<file path="src/design/priority_round_robin_task_scheduler_macros.svh">
// Assertion helpers for the scheduler RTL.
`ifndef PRIORITY_ROUND_ROBIN_TASK_SCHEDULER_MACROS_SVH
`define PRIORITY_ROUND_ROBIN_TASK_SCHEDULER_MACROS_SVH

// Implication checked on every rising edge outside reset.
`define PRRS_ASSERT_IMP(lbl, ante, cons, msg) \
  lbl: assert property (@(posedge clk) disable iff (!rst_n) (ante) |-> (cons)) \
    else $error(msg);

// Condition that must hold in the cycle after the trigger.
`define PRRS_ASSERT_NEXT(lbl, ante, cons, msg) \
  lbl: assert property (@(posedge clk) disable iff (!rst_n) (ante) |=> (cons)) \
    else $error(msg);

`endif

</file>
<file path="src/design/prrs_pkg.sv">
`default_nettype none
package prrs_pkg;

  localparam int SLOTS_DEF = 16;

  typedef enum logic [2:0] {
    OP_INSERT   = 3'd0,
    OP_REMOVE   = 3'd1,
    OP_DELAY    = 3'd2,
    OP_SCHEDULE = 3'd3,
    OP_TICK     = 3'd4,
    OP_FIND     = 3'd5
  } opcode_t;

  typedef enum logic [1:0] {
    ST_OK        = 2'd0,
    ST_FULL      = 2'd1,
    ST_NOT_FOUND = 2'd2
  } status_t;

  typedef struct packed {
    logic [2:0]  opcode;
    logic [7:0]  task_id;
    logic [15:0] priority_req;
    logic [31:0] delay_ticks;
  } in_item_t;

  typedef struct packed {
    logic [1:0]  status;
    logic [7:0]  next_task;
    logic        next_is_idle;
    logic        switch_request;
    logic [31:0] next_slices;
    logic [15:0] found_priority;
  } out_item_t;

  // One row of the task table.
  typedef struct packed {
    logic [7:0]  id;
    logic [15:0] prio;
    logic [31:0] wake;
    logic [31:0] slices;
  } entry_t;

endpackage
`default_nettype wire

</file>
<file path="src/design/prrs_mem.sv">
`default_nettype none
module prrs_mem
  import prrs_pkg::*;
#(
  parameter int SLOTS = SLOTS_DEF,
  localparam int AW = $clog2(SLOTS)
) (
  input  wire logic          clk,
  input  wire logic          we,
  input  wire logic [AW-1:0] waddr,
  input  wire entry_t        wdata,
  input  wire logic [AW-1:0] raddr,
  output entry_t             rdata
);

  entry_t mem [SLOTS];
  entry_t rd_r;

  always_ff @(posedge clk) begin
    if (we) begin
      mem[waddr] <= wdata;
    end
    rd_r <= mem[raddr];
  end

  assign rdata = rd_r;

endmodule
`default_nettype wire

</file>
<file path="src/design/priority_round_robin_task_scheduler.sv">
// Priority round-robin task scheduler.
// Input channel (in_valid/in_ready/in_data) takes one operation beat:
// insert, remove, delay, schedule, tick or find. Result channel
// (out_valid/out_ready/out_data) returns exactly one beat per operation with
// status, the current selection, switch request, slice count and found
// priority. cfg_wr_en/cfg_wr_data write system_ready at once, no wait.
// The task table sits in one synchronous single-read-port memory; each
// table visit issues a read and then evaluates the row. Insert searches
// then shifts rows up, remove searches then shifts rows down, schedule
// walks up to task_count+1 slots. Tick skips the table. One item is worked
// on at a time; the next beat is taken as soon as the sequencer is idle,
// even while the previous result still waits in the output register.
// A stalled receiver holds the result register; a finished item then waits
// in the done state until the register frees up.
// Reset (rst_n low, synchronous) empties the table, selects idle, clears
// tick and idle counts and system_ready. Table rows need no clearing: only
// rows below task_count are used and those were written.
`default_nettype none
`include "priority_round_robin_task_scheduler_macros.svh"
module priority_round_robin_task_scheduler
  import prrs_pkg::*;
#(
  parameter int SLOTS = SLOTS_DEF
) (
  input  wire logic      clk,
  input  wire logic      rst_n,
  input  wire logic      in_valid,
  output logic           in_ready,
  input  wire in_item_t  in_data,
  output logic           out_valid,
  input  wire logic      out_ready,
  output out_item_t      out_data,
  input  wire logic      cfg_wr_en,
  input  wire logic      cfg_wr_data
);

  localparam int IW = $clog2(SLOTS);
  localparam logic [IW-1:0] TC_MAX = IW'(SLOTS - 1);

  typedef enum logic [3:0] {
    S_IDLE, S_INS_CHK, S_INS_EV, S_SH_RD, S_SH_WR, S_INS_WR,
    S_FND_CHK, S_FND_EV, S_RM_RD, S_RM_WR, S_SCH_STEP, S_SCH_EV, S_DONE
  } state_t;

  state_t        state_r;
  in_item_t      item_r;
  logic [IW-1:0] tc_r, scan_r, ptr_r, j_r, start_r, p_r;
  logic [31:0]   tick_r, idle_sl_r, slices_r;
  logic [7:0]    sel_id_r;
  logic          sel_idle_r, sys_ready_r, sw_r, out_valid_r;
  logic [1:0]    status_r;
  logic [15:0]   fprio_r;
  out_item_t     out_r;

  logic          mem_we;
  logic [IW-1:0] mem_wa, mem_ra, p_nxt, scan_rm;
  entry_t        mem_wd, rd;
  logic          sw_now;

  prrs_mem #(.SLOTS(SLOTS)) u_mem (
    .clk   (clk),
    .we    (mem_we),
    .waddr (mem_wa),
    .wdata (mem_wd),
    .raddr (mem_ra),
    .rdata (rd)
  );

  assign in_ready  = (state_r == S_IDLE);
  assign out_valid = out_valid_r;
  assign out_data  = out_r;
  assign sw_now    = (tc_r != '0) && sys_ready_r;
  // Advance cyclically past the idle slot.
  assign p_nxt     = (p_r >= tc_r) ? '0 : p_r + 1'b1;

  always_comb begin
    scan_rm = (ptr_r < scan_r) ? scan_r - 1'b1 : scan_r;
    if (scan_rm > tc_r - 1'b1) begin
      scan_rm = tc_r - 1'b1;
    end
  end

  // Table port drive: reads each visit, write-back on insert, modify or shift.
  always_comb begin
    mem_we = 1'b0;
    mem_wa = ptr_r;
    mem_wd = rd;
    mem_ra = ptr_r;
    unique case (state_r)
      S_SH_RD:    mem_ra = j_r - 1'b1;
      S_SH_WR: begin
        mem_we = 1'b1;
        mem_wa = j_r;
      end
      S_INS_WR: begin
        mem_we = 1'b1;
        mem_wd = '{id: item_r.task_id, prio: item_r.priority_req, wake: '0, slices: '0};
      end
      S_FND_EV: begin
        if (rd.id == item_r.task_id && opcode_t'(item_r.opcode) == OP_DELAY) begin
          mem_we      = 1'b1;
          mem_wd.wake = tick_r + item_r.delay_ticks;
        end
      end
      S_RM_RD:    mem_ra = j_r + 1'b1;
      S_RM_WR: begin
        mem_we = 1'b1;
        mem_wa = j_r;
      end
      S_SCH_STEP: mem_ra = p_nxt;
      S_SCH_EV: begin
        mem_wa = p_r;
        if (rd.wake <= tick_r) begin
          mem_we        = 1'b1;
          mem_wd.wake   = '0;
          mem_wd.slices = rd.slices + 1'b1;
        end
      end
      default: ;
    endcase
  end

  always_ff @(posedge clk) begin
    if (!rst_n) begin
      state_r     <= S_IDLE;
      tc_r        <= '0;
      scan_r      <= '0;
      tick_r      <= '0;
      idle_sl_r   <= '0;
      sel_id_r    <= '0;
      sel_idle_r  <= 1'b1;
      sys_ready_r <= 1'b0;
      out_valid_r <= 1'b0;
    end else begin
      if (cfg_wr_en) begin
        sys_ready_r <= cfg_wr_data;
      end
      // The done state owns the valid flag while it loads the next beat.
      if (out_ready && state_r != S_DONE) begin
        out_valid_r <= 1'b0;
      end
      unique case (state_r)
        S_IDLE: begin
          if (in_valid) begin
            item_r   <= in_data;
            status_r <= ST_OK;
            slices_r <= '0;
            fprio_r  <= '0;
            sw_r     <= 1'b0;
            ptr_r    <= '0;
            start_r  <= scan_r;
            p_r      <= scan_r;
            case (in_data.opcode)
              OP_INSERT: begin
                if (tc_r == TC_MAX) begin
                  status_r <= ST_FULL;
                  state_r  <= S_DONE;
                end else begin
                  state_r <= S_INS_CHK;
                end
              end
              OP_REMOVE, OP_DELAY, OP_FIND: state_r <= S_FND_CHK;
              OP_SCHEDULE: state_r <= S_SCH_STEP;
              OP_TICK: begin
                tick_r  <= tick_r + 1'b1;
                state_r <= S_DONE;
              end
              default: state_r <= S_DONE;
            endcase
          end
        end
        S_INS_CHK: begin
          j_r     <= tc_r;
          state_r <= (ptr_r == tc_r) ? S_SH_RD : S_INS_EV;
        end
        S_INS_EV: begin
          if (rd.prio <= item_r.priority_req) begin
            ptr_r   <= ptr_r + 1'b1;
            state_r <= S_INS_CHK;
          end else begin
            state_r <= S_SH_RD;
          end
        end
        S_SH_RD: state_r <= (j_r == ptr_r) ? S_INS_WR : S_SH_WR;
        S_SH_WR: begin
          j_r     <= j_r - 1'b1;
          state_r <= S_SH_RD;
        end
        S_INS_WR: begin
          tc_r <= tc_r + 1'b1;
          if (ptr_r <= scan_r) begin
            scan_r <= scan_r + 1'b1;
          end
          state_r <= S_DONE;
        end
        S_FND_CHK: begin
          if (ptr_r == tc_r) begin
            status_r <= ST_NOT_FOUND;
            state_r  <= S_DONE;
          end else begin
            state_r <= S_FND_EV;
          end
        end
        S_FND_EV: begin
          if (rd.id == item_r.task_id) begin
            j_r <= ptr_r;
            case (item_r.opcode)
              OP_REMOVE: state_r <= S_RM_RD;
              OP_DELAY:  state_r <= S_SCH_STEP;
              default: begin
                fprio_r <= rd.prio;
                state_r <= S_DONE;
              end
            endcase
          end else begin
            ptr_r   <= ptr_r + 1'b1;
            state_r <= S_FND_CHK;
          end
        end
        S_RM_RD: begin
          if (j_r == tc_r - 1'b1) begin
            tc_r    <= tc_r - 1'b1;
            scan_r  <= scan_rm;
            state_r <= S_DONE;
          end else begin
            state_r <= S_RM_WR;
          end
        end
        S_RM_WR: begin
          j_r     <= j_r + 1'b1;
          state_r <= S_RM_RD;
        end
        S_SCH_STEP: begin
          p_r <= p_nxt;
          if (p_nxt == start_r) begin
            // Back at the start: fall back to idle.
            scan_r     <= tc_r;
            sel_idle_r <= 1'b1;
            idle_sl_r  <= idle_sl_r + 1'b1;
            slices_r   <= idle_sl_r + 1'b1;
            sw_r       <= sw_now;
            state_r    <= S_DONE;
          end else if (p_nxt < tc_r) begin
            state_r <= S_SCH_EV;
          end
        end
        S_SCH_EV: begin
          if (rd.wake <= tick_r) begin
            scan_r     <= p_r;
            sel_id_r   <= rd.id;
            sel_idle_r <= 1'b0;
            slices_r   <= rd.slices + 1'b1;
            sw_r       <= sw_now;
            state_r    <= S_DONE;
          end else begin
            state_r <= S_SCH_STEP;
          end
        end
        S_DONE: begin
          if (!out_valid_r || out_ready) begin
            out_valid_r          <= 1'b1;
            out_r.status         <= status_r;
            out_r.next_task      <= sel_idle_r ? 8'd0 : sel_id_r;
            out_r.next_is_idle   <= sel_idle_r;
            out_r.switch_request <= sw_r;
            out_r.next_slices    <= slices_r;
            out_r.found_priority <= fprio_r;
            state_r              <= S_IDLE;
          end
        end
        default: state_r <= S_IDLE;
      endcase
    end
  end

  `PRRS_ASSERT_IMP(a_tc_bound, 1'b1, tc_r <= TC_MAX, "task count beyond table")
  `PRRS_ASSERT_IMP(a_scan_bound, 1'b1, scan_r <= tc_r, "scan position beyond idle slot")
  `PRRS_ASSERT_IMP(a_wr_bound, mem_we, mem_wa <= tc_r, "table write beyond idle slot")
  `PRRS_ASSERT_NEXT(a_done_out, state_r == S_DONE && (!out_valid_r || out_ready),
                    out_valid_r && state_r == S_IDLE, "finished item not presented")

endmodule
`default_nettype wire
</file>
<file path="config.mk">
export PLATFORM = sky130hd
export DESIGN_NAME = priority_round_robin_task_scheduler
export DESIGN_NICKNAME = d
export VERILOG_FILES = /design/src/design/prrs_pkg.sv /design/src/design/prrs_mem.sv /design/src/design/priority_round_robin_task_scheduler.sv
export VERILOG_INCLUDE_DIRS = /design/src /design/src/design
export SDC_FILE = /design/constraint.sdc
export NUM_CORES = 2
export LEC_CHECK = 0
export BUFFER_PORTS_ARGS = -buffer_cell sky130_fd_sc_hd__buf_2
export CORE_ASPECT_RATIO = 1.4
export CORE_UTILIZATION = 45
export DETAILED_ROUTE_END_ITERATION = 16
export SKIP_LAST_GASP = 1
export SYNTH_ARGS = -nofsm -noshare
export SYNTH_HDL_FRONTEND = slang
export SYNTH_HIERARCHICAL = 1
export SYNTH_SLANG_ARGS = --single-unit
</file>
<file path="constraint.sdc">
create_clock -name clk -period 11.4 [get_ports clk]
set_input_delay 2.28 -clock clk [delete_from_list [all_inputs] [get_ports clk]]
set_output_delay 2.28 -clock clk [all_outputs]
set_load 0.01 [all_outputs]
</file>
==> impl_metrics.py <==
metrics = {
    "setup_path": {
        "setup.worst_path.start": "tick_r[7]",
        "reg_to_reg_slack_setup_ns": 5.21,
        "timing.critical_path.arrival_ns": 6.61,
        "rr_endpoint": "u_mem/mem[3][75]",
        "r2r_depth": 14,
        "critical_path.endpoint": "u_mem/mem[3][75]",
        "setup.worst_path.class": "reg2reg",
        "critPathMaxFanout": 40,
        "timing.rr.start": "tick_r[7]",
        "critPathLaunchType": "flop",
        "required_ns": 11.82,
        "endpoint_kind": "flop",
    },
    "route": {
        "detailed_route_wire_length_per_cell_um": 27.8,
        "detail_route.wirelength.met1_mm": 73.0,
        "first_pass_drt_iterations": 6,
        "vias": 37794,
        "detail-route-antenna-nets": 0,
        "route.final.wire_length_mm": 178,
        "vias_per_cell": 5.91,
        "drt_first_iter_violations": 3652,
        "maxUsedRoutingLayer": "met5",
        "route.met2.wl_mm": 90.6,
        "met3RoutedLength_mm": 10.2,
        "drc_violation_count_after_routing": 0,
    },
    "cts": {
        "post_cts_buffers": 0,
        "clock_path_buffers": 3,
        "tritoncts": "done",
        "insertion_delay_ns": 0.82,
        "numCtsBuffers": 169,
        "cts_num_sinks": 1769,
        "root_buffer": "clkbuf_16",
        "cts.reportedPaths.clkPinSlew_ns": 0.07,
        "postCtsResizedCells": 0,
        "number_of_buffers_inserted_for_hold_repair_after_clock_tree_synthesis": 0,
        "htreeDepth": 4,
    },
    "yosys": {
        "syn_area_per_cell_um2": 17.8,
        "netlist-cell-type-count": 81,
        "synth_ff_type": "edfxtp_1",
        "synthMostInstantiatedCell": "edfxtp_1",
        "synth_seq_cells": 1769,
        "post-synth-top-area-fraction_pct": 67.7,
        "syn_nets": 4139,
        "yosys-top-cells-area": "edfxtp_1 68%, mux4_2 11%, dfxtp_1 5.0%",
        "yosys_warnings": 6,
        "synth-edff-count": 1594,
        "synth.cells.most_frequent": "1,594 x edfxtp_1, 352 x mux4_2, 260 x nand2_1",
        "synth_cells": 3968,
        "netlist_area_um2": 70700,
        "synth_seq_area_share_pct": 72.6,
        "async_set_or_reset_register_ratio_after_synthesis_pct": 0,
        "yosys.area.top_type": "edfxtp_1",
    },
    "floorplanning": {
        "ports": 127,
        "dieArea_um2": 159000,
        "chipWidth_um": 337,
        "core_rows": 171,
        "coreArea_um2": 156000,
        "die_height_um": 471,
        "initial_standard_cell_utilization_of_the_core_pct": 45.5,
    },
    "timing": {
        "finalHoldViolCount": 0,
        "setup_ws_ns": 5.21,
        "tightestPinTransition_ns": 1.21,
        "tns_ns": 0,
        "timing_max_transition_violations_final": 0,
        "setup_viol_count_final": 0,
        "final_clock_period_utilization_by_the_worst_path_pct": 54.3,
        "finClkSkew_ns": 0.0429,
        "finalWorstPathRequiredPeriod_ns": 6.19,
        "maxSlewHeadroom_pct": 17.0,
        "rsz0062_at_grt": "false",
        "fmax_mhz": 162,
    },
    "grt": {
        "maximum_number_of_pins_on_one_net_before_global_route_repair": 139,
        "first_pass_grt_wire_length_mm": 261,
        "grt_pass1_vias": 38420,
        "groute.usage.overall_pct": 22.6,
        "grt_antenna_before_repair": 7,
        "grt-ovfl-total": 0,
    },
    "power": {
        "netSwitchingFraction_pct": 31.6,
        "leakage_nw": 26.0,
        "pwrdens_nw_per_um2": 255,
        "power_frac_clock_pct": 27.8,
        "combPwrFrac_pct": 28.8,
        "power_frac_seq_pct": 43.4,
        "power.internal_mw": 13.9,
        "switchingPower_mw": 6.42,
        "ir_worst_vdd_mv": 0.228,
    },
    "placement": {
        "port_buffers": 126,
        "hpwlAfterDp_mm": 99.1,
        "dp_slack_ns": 5.22,
        "place_congestion": 0.868,
    },
    "final_layout": {
        "layout-drive-gt1-share_pct": 20.7,
        "fillers": 12557,
        "syn2layout_area_growth_pct": 12.6,
        "total_number_of_nets_in_the_final_design": 4339,
    },
    "job": {
        "max_cap_violations": 0,
    },
    "run_status": {
        "outcome": "completed",
    },
    "hold_path": {
        "holdCritPathClass": "reg2reg",
    },
}
-- worst max-delay path, cell delays in order, from the launching register on --
cell and delay, ns:
dfxtp_1 0.49, inv_1 0.09, ha_1 0.31, nand4_1 0.15, nor4_1 0.53, nand2_1 0.14
a22oi_1 0.24, and2_1 0.24, buf_4 0.40, o211ai_1 0.15, o21ai_1 0.31, or3b_1 0.54
nor2_4 0.75, buf_4 0.66, buf_4 0.75
-- worst min path at each step --
stage / start / to / slack (ns) / cells after the start
after CTS: slices_r[1] / out_data[17] / 0.42 / 0
after floorplan: fprio_r[0] / out_data[0] / 0.40 / 0
final: fprio_r[0] / out_data[0] / 0.42 / 0
after global routing: fprio_r[11] / out_data[11] / 0.42 / 0
after detailed placement: fprio_r[0] / out_data[0] / 0.41 / 0
after global placement: slices_r[31] / out_data[47] / 0.40 / 0
-- cell families (layout without fill, tap and decap cells) --
logic type	after synthesis	in the layout	share of synthesized area, %
muxes	359	359	11.3
xor gates and xnor gates	162	162	2.03
and+or+nand+nor	681	681	4.67
AOI/OAI and AO/OA	612	612	5.75
adders and majority gates	106	106	1.89
other	0	2	0
DFF	1769	1769	72.6
buffers and inverters	279	624	1.74
-- cell usage in the layout, fill, tap and decap left out, drive strengths merged, types with 14 or more instances in the layout --
cell / netlist / routed
mux4: 352 / 352
nand3: 64 / 64
and2: 24 / 24
o21ai: 123 / 123
edfxtp: 1594 / 1594
a22oi: 181 / 181
a22o: 32 / 32
a31oi: 20 / 20
nand2: 261 / 261
dfxtp: 175 / 175
or3: 30 / 30
xnor2: 103 / 103
o22ai: 32 / 32
bufinv: 0 / 14
inv: 82 / 91
nand2b: 14 / 14
nor2: 132 / 132
and3: 21 / 21
ha: 105 / 105
a21oi: 115 / 115
a21o: 28 / 28
nand4: 37 / 37
clkbuf: 111 / 227
clkinv: 3 / 61
nor3: 34 / 34
buf: 83 / 223
nor2b: 23 / 23
xor2: 58 / 58
-- power by group through the flow --
stage          Sequential (mW)  Combinational (mW)  Clock, mW
2_1_floorplan             8.83                4.12          0
3_3_place_gp              8.95                5.89          0
3_5_place_dp              8.96                5.93          0
4_1_cts                   8.82                5.94       5.76
5_1_grt                   8.87                6.34       5.99
6_report                  8.83                5.87       5.65
-- area by class of cell --
| type | count | area (um2) | area share [%] |
|---|---|---|---|
| Clock inverter | 89 | 933 | 1.17 |
| Tap cell | 2076 | 2600 | 3.26 |
| Clock buffer | 227 | 4640 | 5.83 |
| Timing Repair Buffer | 223 | 1410 | 1.77 |
| Antenna cell | 2 | 5.00 | 0.00628 |
| Inverter | 85 | 320 | 0.402 |
| Sequential cell | 1769 | 51400 | 64.5 |
| Multi-Input combinational cell | 1920 | 18400 | 23.1 |
-- per-stage QoR --
stage                     std cells  power (mW)  util, %  instance area (um2)  hold WS, ns
final                          6391        20.3     51.2                79700        0.417
after global routing           6390        21.2     51.2                79600        0.418
after CTS                      6389        20.5     51.2                79600        0.418
after detailed placement       6073        14.9     47.6                74100        0.405
after global placement         6073        14.8     47.6                74100        0.402
after floorplan                3968        13.0        -                70700        0.400
-- metal layers --
metal	global-route usage (%)	vias to the layer above
met4	5.60	2
met2	38.4	1305
met1	30.4	19881
met5	0	-
met3	3.45	257
li1	-	16349
-- sequential cells by signal, summed over array words and instances, names as in the netlist, 2 cells and up --
name         cells
status_r         2
ptr_r            4
scan_r           4
out_data        60
state_r          4
slices_r        32
tc_r             4
item_r          59
start_r          4
u_mem/mem     1408
tick_r          32
sel_id_r         8
idle_sl_r       32
p_r              4
u_mem/rdata     88
j_r              4
fprio_r         16
Note: power is estimated with default switching activity, not from simulation.
